### src/rtl/core/rset_pkg.sv
// Shared codes and control/status bundles for the randomized set table.
package rset_pkg;

    localparam int VALUE_W  = 32;
    localparam int RND_W    = 31;
    localparam int BITCNT_W = 5;

    typedef logic [1:0] opcode_t;
    typedef logic [1:0] status_t;

    localparam opcode_t OP_INSERT = 2'd0;
    localparam opcode_t OP_REMOVE = 2'd1;
    localparam opcode_t OP_RANDOM = 2'd2;

    localparam status_t ST_OK    = 2'd0;
    localparam status_t ST_MISS  = 2'd1;
    localparam status_t ST_EMPTY = 2'd2;
    localparam status_t ST_FULL  = 2'd3;

    // Commands from the controller to the datapath
    typedef struct packed {
        logic    load;
        logic    scan_step;
        logic    append;
        logic    rd_last;
        logic    move;
        logic    mod_start;
        logic    mod_step;
        logic    rd_pick;
        logic    publish;
        status_t pub_status;
        logic    pub_pick;
    } rset_cmd_t;

    // Status from the datapath to the controller
    typedef struct packed {
        opcode_t op;
        logic    empty;
        logic    full;
        logic    hit;
        logic    miss;
        logic    mod_done;
    } rset_sts_t;

endpackage

### src/rtl/core/rset_ctrl.sv
// Controller: sequences scan, update, remainder and result publication per operation.
module rset_ctrl import rset_pkg::*; (
    input  logic      clk,
    input  logic      rst_n,
    input  logic      in_valid,
    output logic      in_ready,
    output logic      out_valid,
    input  logic      out_ready,
    input  rset_sts_t sts,
    output rset_cmd_t cmd
);

    typedef enum logic [7:0] {
        S_IDLE     = 8'b0000_0001,
        S_DISPATCH = 8'b0000_0010,
        S_SCAN     = 8'b0000_0100,
        S_RD_LAST  = 8'b0000_1000,
        S_MOVE     = 8'b0001_0000,
        S_MODULO   = 8'b0010_0000,
        S_RD_PICK  = 8'b0100_0000,
        S_RESULT   = 8'b1000_0000
    } state_t;

    state_t  state_reg,      state_next;
    logic    out_valid_reg,  out_valid_next;
    status_t res_status_reg, res_status_next;
    logic    res_pick_reg,   res_pick_next;

    always_comb
    begin
        state_next      = state_reg;
        res_status_next = res_status_reg;
        res_pick_next   = res_pick_reg;
        cmd             = '0;
        in_ready        = 1'b0;

        unique case (state_reg)
            S_IDLE:
            begin
                in_ready = 1'b1;
                if (in_valid)
                begin
                    cmd.load   = 1'b1;
                    state_next = S_DISPATCH;
                end
            end
            S_DISPATCH:
            begin
                res_status_next = ST_OK;
                res_pick_next   = 1'b0;
                if (sts.op == OP_INSERT || sts.op == OP_REMOVE)
                begin
                    state_next = S_SCAN;
                end
                else if (sts.op == OP_RANDOM)
                begin
                    if (sts.empty)
                    begin
                        res_status_next = ST_EMPTY;
                        state_next      = S_RESULT;
                    end
                    else
                    begin
                        cmd.mod_start = 1'b1;
                        state_next    = S_MODULO;
                    end
                end
                else
                begin
                    // Unused opcode: report success, touch nothing
                    state_next = S_RESULT;
                end
            end
            S_SCAN:
            begin
                if (sts.hit)
                begin
                    if (sts.op == OP_INSERT)
                    begin
                        res_status_next = ST_MISS;
                        state_next      = S_RESULT;
                    end
                    else
                    begin
                        state_next = S_RD_LAST;
                    end
                end
                else if (sts.miss)
                begin
                    state_next = S_RESULT;
                    if (sts.op == OP_REMOVE)
                    begin
                        res_status_next = ST_MISS;
                    end
                    else if (sts.full)
                    begin
                        res_status_next = ST_FULL;
                    end
                    else
                    begin
                        cmd.append = 1'b1;
                    end
                end
                else
                begin
                    cmd.scan_step = 1'b1;
                end
            end
            S_RD_LAST:
            begin
                cmd.rd_last = 1'b1;
                state_next  = S_MOVE;
            end
            S_MOVE:
            begin
                cmd.move   = 1'b1;
                state_next = S_RESULT;
            end
            S_MODULO:
            begin
                if (sts.mod_done)
                begin
                    state_next = S_RD_PICK;
                end
                else
                begin
                    cmd.mod_step = 1'b1;
                end
            end
            S_RD_PICK:
            begin
                cmd.rd_pick   = 1'b1;
                res_pick_next = 1'b1;
                state_next    = S_RESULT;
            end
            S_RESULT:
            begin
                // Hold until the output register is free
                if (!out_valid_reg || out_ready)
                begin
                    cmd.publish = 1'b1;
                    state_next  = S_IDLE;
                end
            end
            default:
            begin
                state_next = S_IDLE;
            end
        endcase

        cmd.pub_status = res_status_reg;
        cmd.pub_pick   = res_pick_reg;
    end

    always_comb
    begin
        out_valid_next = out_valid_reg;
        if (cmd.publish)
        begin
            out_valid_next = 1'b1;
        end
        else if (out_ready)
        begin
            out_valid_next = 1'b0;
        end
    end

    always_ff @(posedge clk or negedge rst_n)
    begin
        if (!rst_n)
        begin
            state_reg     <= S_IDLE;
            out_valid_reg <= 1'b0;
        end
        else
        begin
            state_reg     <= state_next;
            out_valid_reg <= out_valid_next;
        end
    end

    always_ff @(posedge clk)
    begin
        res_status_reg <= res_status_next;
        res_pick_reg   <= res_pick_next;
    end

    assign out_valid = out_valid_reg;

`ifndef NO_ASSERTIONS
    a_no_overwrite: assert property (@(posedge clk) disable iff (!rst_n)
        cmd.publish |-> (!out_valid_reg || out_ready))
        else $error("result beat overwritten before it was taken");

    a_accept_dispatch: assert property (@(posedge clk) disable iff (!rst_n)
        (in_valid && in_ready) |=> (state_reg == S_DISPATCH))
        else $error("accepted beat not dispatched");

    a_valid_from_result: assert property (@(posedge clk) disable iff (!rst_n)
        $rose(out_valid_reg) |-> $past(state_reg == S_RESULT))
        else $error("result beat raised outside publication");
`endif

endmodule

### config.mk
export PLATFORM = sky130hd
export DESIGN_NAME = rset_ctrl
export DESIGN_NICKNAME = d
export VERILOG_FILES = /design/src/rtl/core/rset_pkg.sv /design/src/rtl/core/rset_ctrl.sv
export SDC_FILE = /design/constraint.sdc
export NUM_CORES = 1
export LEC_CHECK = 0
export ABC_CLOCK_PERIOD_IN_PS = 2730
export BUFFER_PORTS_ARGS = -buffer_cell sky130_fd_sc_hd__buf_2
export CORE_AREA = 3 3 43 45
export DETAILED_ROUTE_END_ITERATION = 8
export DIE_AREA = 0 0 46 48
export PLACE_DENSITY = 0.86
export SKIP_LAST_GASP = 1
export SLEW_MARGIN = 20
export SYNTH_ARGS = -nofsm -noshare
export SYNTH_HDL_FRONTEND = slang
export SYNTH_SLANG_ARGS = --single-unit
### constraint.sdc
create_clock -name clk -period 2.73 [get_ports clk]
set_input_delay 0.1365 -clock clk [delete_from_list [all_inputs] [get_ports clk]]
set_output_delay 0.1365 -clock clk [all_outputs]
set_load 0.01 [all_outputs]
## After elaboration in Yosys (flattened, before gate mapping)

Index checks and enable logic that the tools add are counted.

- Reductions and logical operators: 10
- Mux-type cells: 42
- Eq/ne operators: 16

Operators by type and width:

| cell | number |
|---|---|
| $mux W8 | 9 |
| $pmux W8 S7 | 1 |
| $mux W1 | 20 |
| $mux W2 | 10 |
| $eq A8 B1 Y1 const B | 1 |
| $eq A8 B2 Y1 const B | 1 |
| $eq A8 B3 Y1 const B | 1 |
| $eq A8 B4 Y1 const B | 1 |
| $eq A8 B5 Y1 const B | 1 |
| $eq A8 B6 Y1 const B | 1 |
| $eq A8 B7 Y1 const B | 1 |
| $eq A8 B8 Y1 const B | 1 |
| $reduce_and A4 Y1 | 2 |
| $ne A2 B2 Y1 const B | 3 |
| $ne A3 B3 Y1 const B | 2 |
| $reduce_bool A2 Y1 | 3 |
| $ne A4 B4 Y1 const B | 1 |
| $pmux W2 S2 | 1 |
| $eq A2 B1 Y1 const B | 1 |
| $eq A2 B2 Y1 const B | 1 |
| $logic_not A2 Y1 | 1 |
| $logic_or A1 B1 Y1 | 2 |
| $pmux W1 S2 | 1 |
| $reduce_or A2 Y1 | 1 |
| $logic_not A1 Y1 | 1 |

- Word-level logic and storage cells: 72
- Register bits: 12
- Output and inout port bits: 14

## Longest topological paths before layout

- Depth in word-level cells: 5
- Mapped depth: 5
- Gate-level depth less buffers: 4

## Worst setup path before layout

No wires, ideal clock.

- Kind: register to register
- From: reg state_reg[4]
- To: reg state_reg[7]
- Clock period less this slack: 1.744 ns
- Buffers on the path: 1
- Arrival: 1.618 ns
- Cell stages (with the launch flop): 6
- Data required time: 2.605 ns
- Setup slack: 0.986 ns
- Library setup time: 0.125 ns
- Cell sequence: dfrtp_1 > buf_6 > or4_4 > or4_4 > nand4_4 > o21ai_2

- Word-level cells in the longest chain between the ends: 3
- Elaborated cells on any way between the ends: 15
- Classes of those cells: eq/ne (12); mux (1); reduce/logical (2)

RTL lines:

| what | line | source |
|---|---|---|
| from (decl) | rset_ctrl.sv:24 | `state_t state_reg, state_next;` |
| from (signal assigned) | rset_ctrl.sv:177 | `state_reg <= state_next;` |
| $eq A8 B7 Y1 (tied with other cells) | rset_ctrl.sv:37 | `unique case (state_reg)` |
| $reduce_or A2 Y1 (no line) (tied with other cells) | - |  |
| $pmux W8 S7 / $reduce_and A4 Y1 (equally long branches) | - |  |

Parallel ways exist; a longest one is shown, timed or not.
A chain may end at the register's enable or synchronous reset.

==> PnR_summary.wiki <==
{| class="wikitable"
! Metric !! Value
|-
| Outcome || completed
|-
| Iter 0 DRT Violations || 11
|-
| Distinct cells, synth || 33
|-
| Pwr/cell area || between 700 and 800 nW/um2
|-
| Post-synthesis instance total || 78
|-
| Hold Crit Class || in2reg
|-
| Vertical die dimension || 48 um
|-
| Remaining Overflow, GRT || 0
|-
| Design area || a little over 900 um2
|-
| Syn Area/Cell || 9.80 um2
|-
| Vias in the first global route || 592
|-
| Crit. Startpoint || state_reg[7]$_DFFE_PN0P_
|-
| Post-route setup slack || 0.621 ns
|-
| Detailed Route WL || ~1600 um
|-
| Time the final worst path needs with I/O delays and setup || around 2.1 ns
|-
| Internal cell power || roughly 410 uW
|-
| Buffering stage count on the worst path with inverters included || 1
|-
| Share of power burned in the clock network || about 17%
|-
| Remaining antenna violation count || 0
|-
| Achievable clock frequency || about 470 MHz
|-
| Launch point of the worst reg-to-reg path || state_reg[4]$_DFFE_PN0P_
|-
| Setup total negative slack || 0 ns
|-
| Max reg flops || 8
|-
| Total of flip-flops plus latches after synthesis || 12
|-
| Final hold violations || 0
|-
| Cell-by-cell listing of the critical path || or4b_1, nor3_1, and3_1, buf_2
|-
| Arrival time of the worst setup path || slightly below 2 ns
|-
| Deepest level of the CTS H-tree || 1
|-
| Worst clock skew || 0.00239 ns
|-
| Root buffer cell || clkbuf_4
|-
| Crit-path slowest cell || or4b_1
|-
| Std-Cell Core Area || around 1500 um2
|-
| Width of the die || roughly 46 um
|-
| Number of inserted diodes || 0
|-
| Layout area overhead || 19.6%
|-
| Detailed placement HPWL || approximately 1300 um
|-
| Endpoint required time on the critical path || 2.59 ns
|-
| Non-filler cells in the finished layout || 120
|-
| Placed cells || about 120
|-
| Warning count from the yosys run || 0
|-
| Total global routing track utilization || between 15 and 20%
|-
| Share of cells above drive strength 1 || approximately a third
|-
| Initial antenna violation count || 0
|-
| Count of final max-slew check failures || 0
|-
| Post-Route Utilization || ~60%
|-
| Critical path class || reg2out
|-
| Gate power share || between 40% and 50%
|-
| Peak ir drop on the vdd network || 0.000548 V
|-
| Final period utilization || ~77%
|-
| Clock slew seen by the registers of the worst setup and hold paths || 0.06 ns
|-
| Post-route DRC violation count || 0
|-
| TritonCTS clock tree || yes
|-
| Pin count of the biggest net entering global routing || 10
|-
| Worst skew pair latency || 0.26 ns
|-
| Die Area || 2210 um2
|-
| Switching share of power || 36.5%
|-
| Static Leakage || 0.000497 uW
|-
| Routability congestion estimate || 0.889
|-
| Buffer count from post-CTS setup fixing || 0
|-
| Critical-path maximum fanout || 6
|-
| Power dissipated by switching net loads || ~240 uW
|-
| Unrepaired setup endpoints after global routing || false
|-
| Launch point of the worst hold path || in_valid
|-
| Total via count in the routed design || ~700
|-
| Worst slew slack as a fraction of its limit || about 55%
|-
| DP Worst Slack || 0.924 ns
|-
| Count of TritonRoute iterations in the first routing pass || 4
|-
| Capturing element type of the critical path || output pin
|-
| Row Count || 14
|-
| Netlist area before placement || roughly 760 um2
|-
| Number of maximum-capacitance constraint violations || 0
|-
| Via density per instance || just under 6
|-
| Crit path max-delay family || simple AND/OR/NAND/NOR gates
|-
| Wire length of the first global-routing pass || roughly 2500 um
|-
| Delay of the slowest critical-path stage || around 0.58 ns
|-
| Max Root-Sink Buffers || 2
|-
| Nets@finish || roughly 120
|-
| Clk sink count || 12
|-
| Average routed wire per standard cell || ~14 um
|-
| Port Buf Inserts || 24
|-
| Sequential share of power || 39.3%
|-
| Cts bufs inserted || 3
|-
| Launching element type of the critical path || flip-flop
|-
| Final setup violation count || 0
|-
| Slew @ Worst Pin || roughly 0.67 ns
|-
| Nets in the synthesized netlist || 89
|-
| Effective utilization at floorplan || between 50% and 60%
|-
| Share of the yosys chip area belonging to registers || roughly two fifths
|-
| I/O pin cnt || 25
|-
| DP Area || between 800 and 900 um2
|}
==> path summary, 6_finish.rpt <==
kind                                               end  slack, ns  depth (start not counted)
max                                             cmd[9]       0.62                          4
min                           state_reg[1]$_DFFE_PN0P_       0.13                          2
max reg2reg                res_status_reg[1]$_DFFE_PP_       0.90                          3
min reg2reg                   state_reg[6]$_DFFE_PN0P_       0.67                          2
max in group asynchronous     state_reg[0]$_DFFE_PN1P_       2.23                          2
min in group asynchronous        out_valid$_DFFE_PN0P_       0.25                          2
==> through the flow <==
stage / total power, uW / hold WS [ns]
5_1_grt: 698 / 0.133
2_1_floorplan: 465 / -0.159
6_report: 652 / 0.132
3_5_place_dp: 547 / -0.00138
4_1_cts: 660 / 0.123
3_3_place_gp: 537 / -0.00477
==> what timing repair did <==
item | 4_1_cts | 5_1_grt
hold buffers | 1 | 0
resized for setup | 0 | 0
endpoints found under the hold margin | 9 | 0
==> cell type report <==
class | count | area (um2)
Tap cell | 16 | 20.0
Sequential cell | 12 | 317
Inverter | 7 | 26.3
Multi-Input combinational cell | 55 | 388
Clock buffer | 4 | 26.3
Timing Repair Buffer | 26 | 138
Fill cell | 134 | 592
==> per-layer routing <==
layer | track usage, % | vias to the layer above | routed length [um]
met5 | 0 | - | 0
met4 | 5.68 | 0 | 15
li1 | - | 341 | -
met2 | 25.5 | 38 | 810
met3 | 7.89 | 2 | 147
met1 | 18.1 | 318 | 674
==> cells in the mapped netlist, drive strengths merged <==
library cell	number	area share (%)
or4b	1	1.3
nor3	2	1.3
xor2	1	1.1
a211oi	1	0.98
dfrtp	8	26
a31oi	1	0.82
nor2	5	2.5
or4	2	2.9
nand4	2	3.6
o21ai	5	4.3
nor4	3	4.1
buf	4	4.4
nor4b	3	3.4
a21oi	1	0.65
and2b	1	0.98
inv	7	3.4
nand2	6	2.9
and3	3	2.5
edfxtp	3	12
dfstp	1	3.4
o2111ai	2	2.3
and2	1	0.82
and4b	2	2.6
nand4b	3	3.4
nand3	2	1.3
nand2b	4	3.3
nand3b	1	0.98
a22oi	1	0.98
nor2b	2	1.6
==> kinds of logic (layout without fill, tap and decap cells) <==
| logic type | Yosys count | after routing | synth area share [%] |
|---|---|---|---|
| DFF | 12 | 12 | 41.4 |
| buffers and inverters | 11 | 37 | 7.86 |
| xor gates and xnor gates | 1 | 1 | 1.15 |
| and+or+nand+nor | 43 | 43 | 39.6 |
| AOI/OAI and AO/OA | 11 | 11 | 9.98 |
==> layout by cell type (no fill, tap or decap), drive strengths merged, types with 3 or more instances in the layout <==
| cell type | netlist | final |
|---|---|---|
| edfxtp | 3 | 3 |
| nand2 | 6 | 6 |
| and3 | 3 | 3 |
| clkbuf | 0 | 4 |
| nor4b | 3 | 3 |
| buf | 4 | 25 |
| inv | 7 | 7 |
| nand2b | 4 | 4 |
| o21ai | 5 | 5 |
| nor4 | 3 | 3 |
| dfrtp | 8 | 8 |
| nand4b | 3 | 3 |
| nor2 | 5 | 5 |
==> power groups by stage <==
stage               combinational [uW]  sequential [uW]  clock [uW]
floorplan                          208              257           0
CTS                                291              256         113
global route                       317              260         122
global placement                   281              256           0
finish                             288              256         108
detailed placement                 288              259           0
Power figures use the tool's default switching activity.
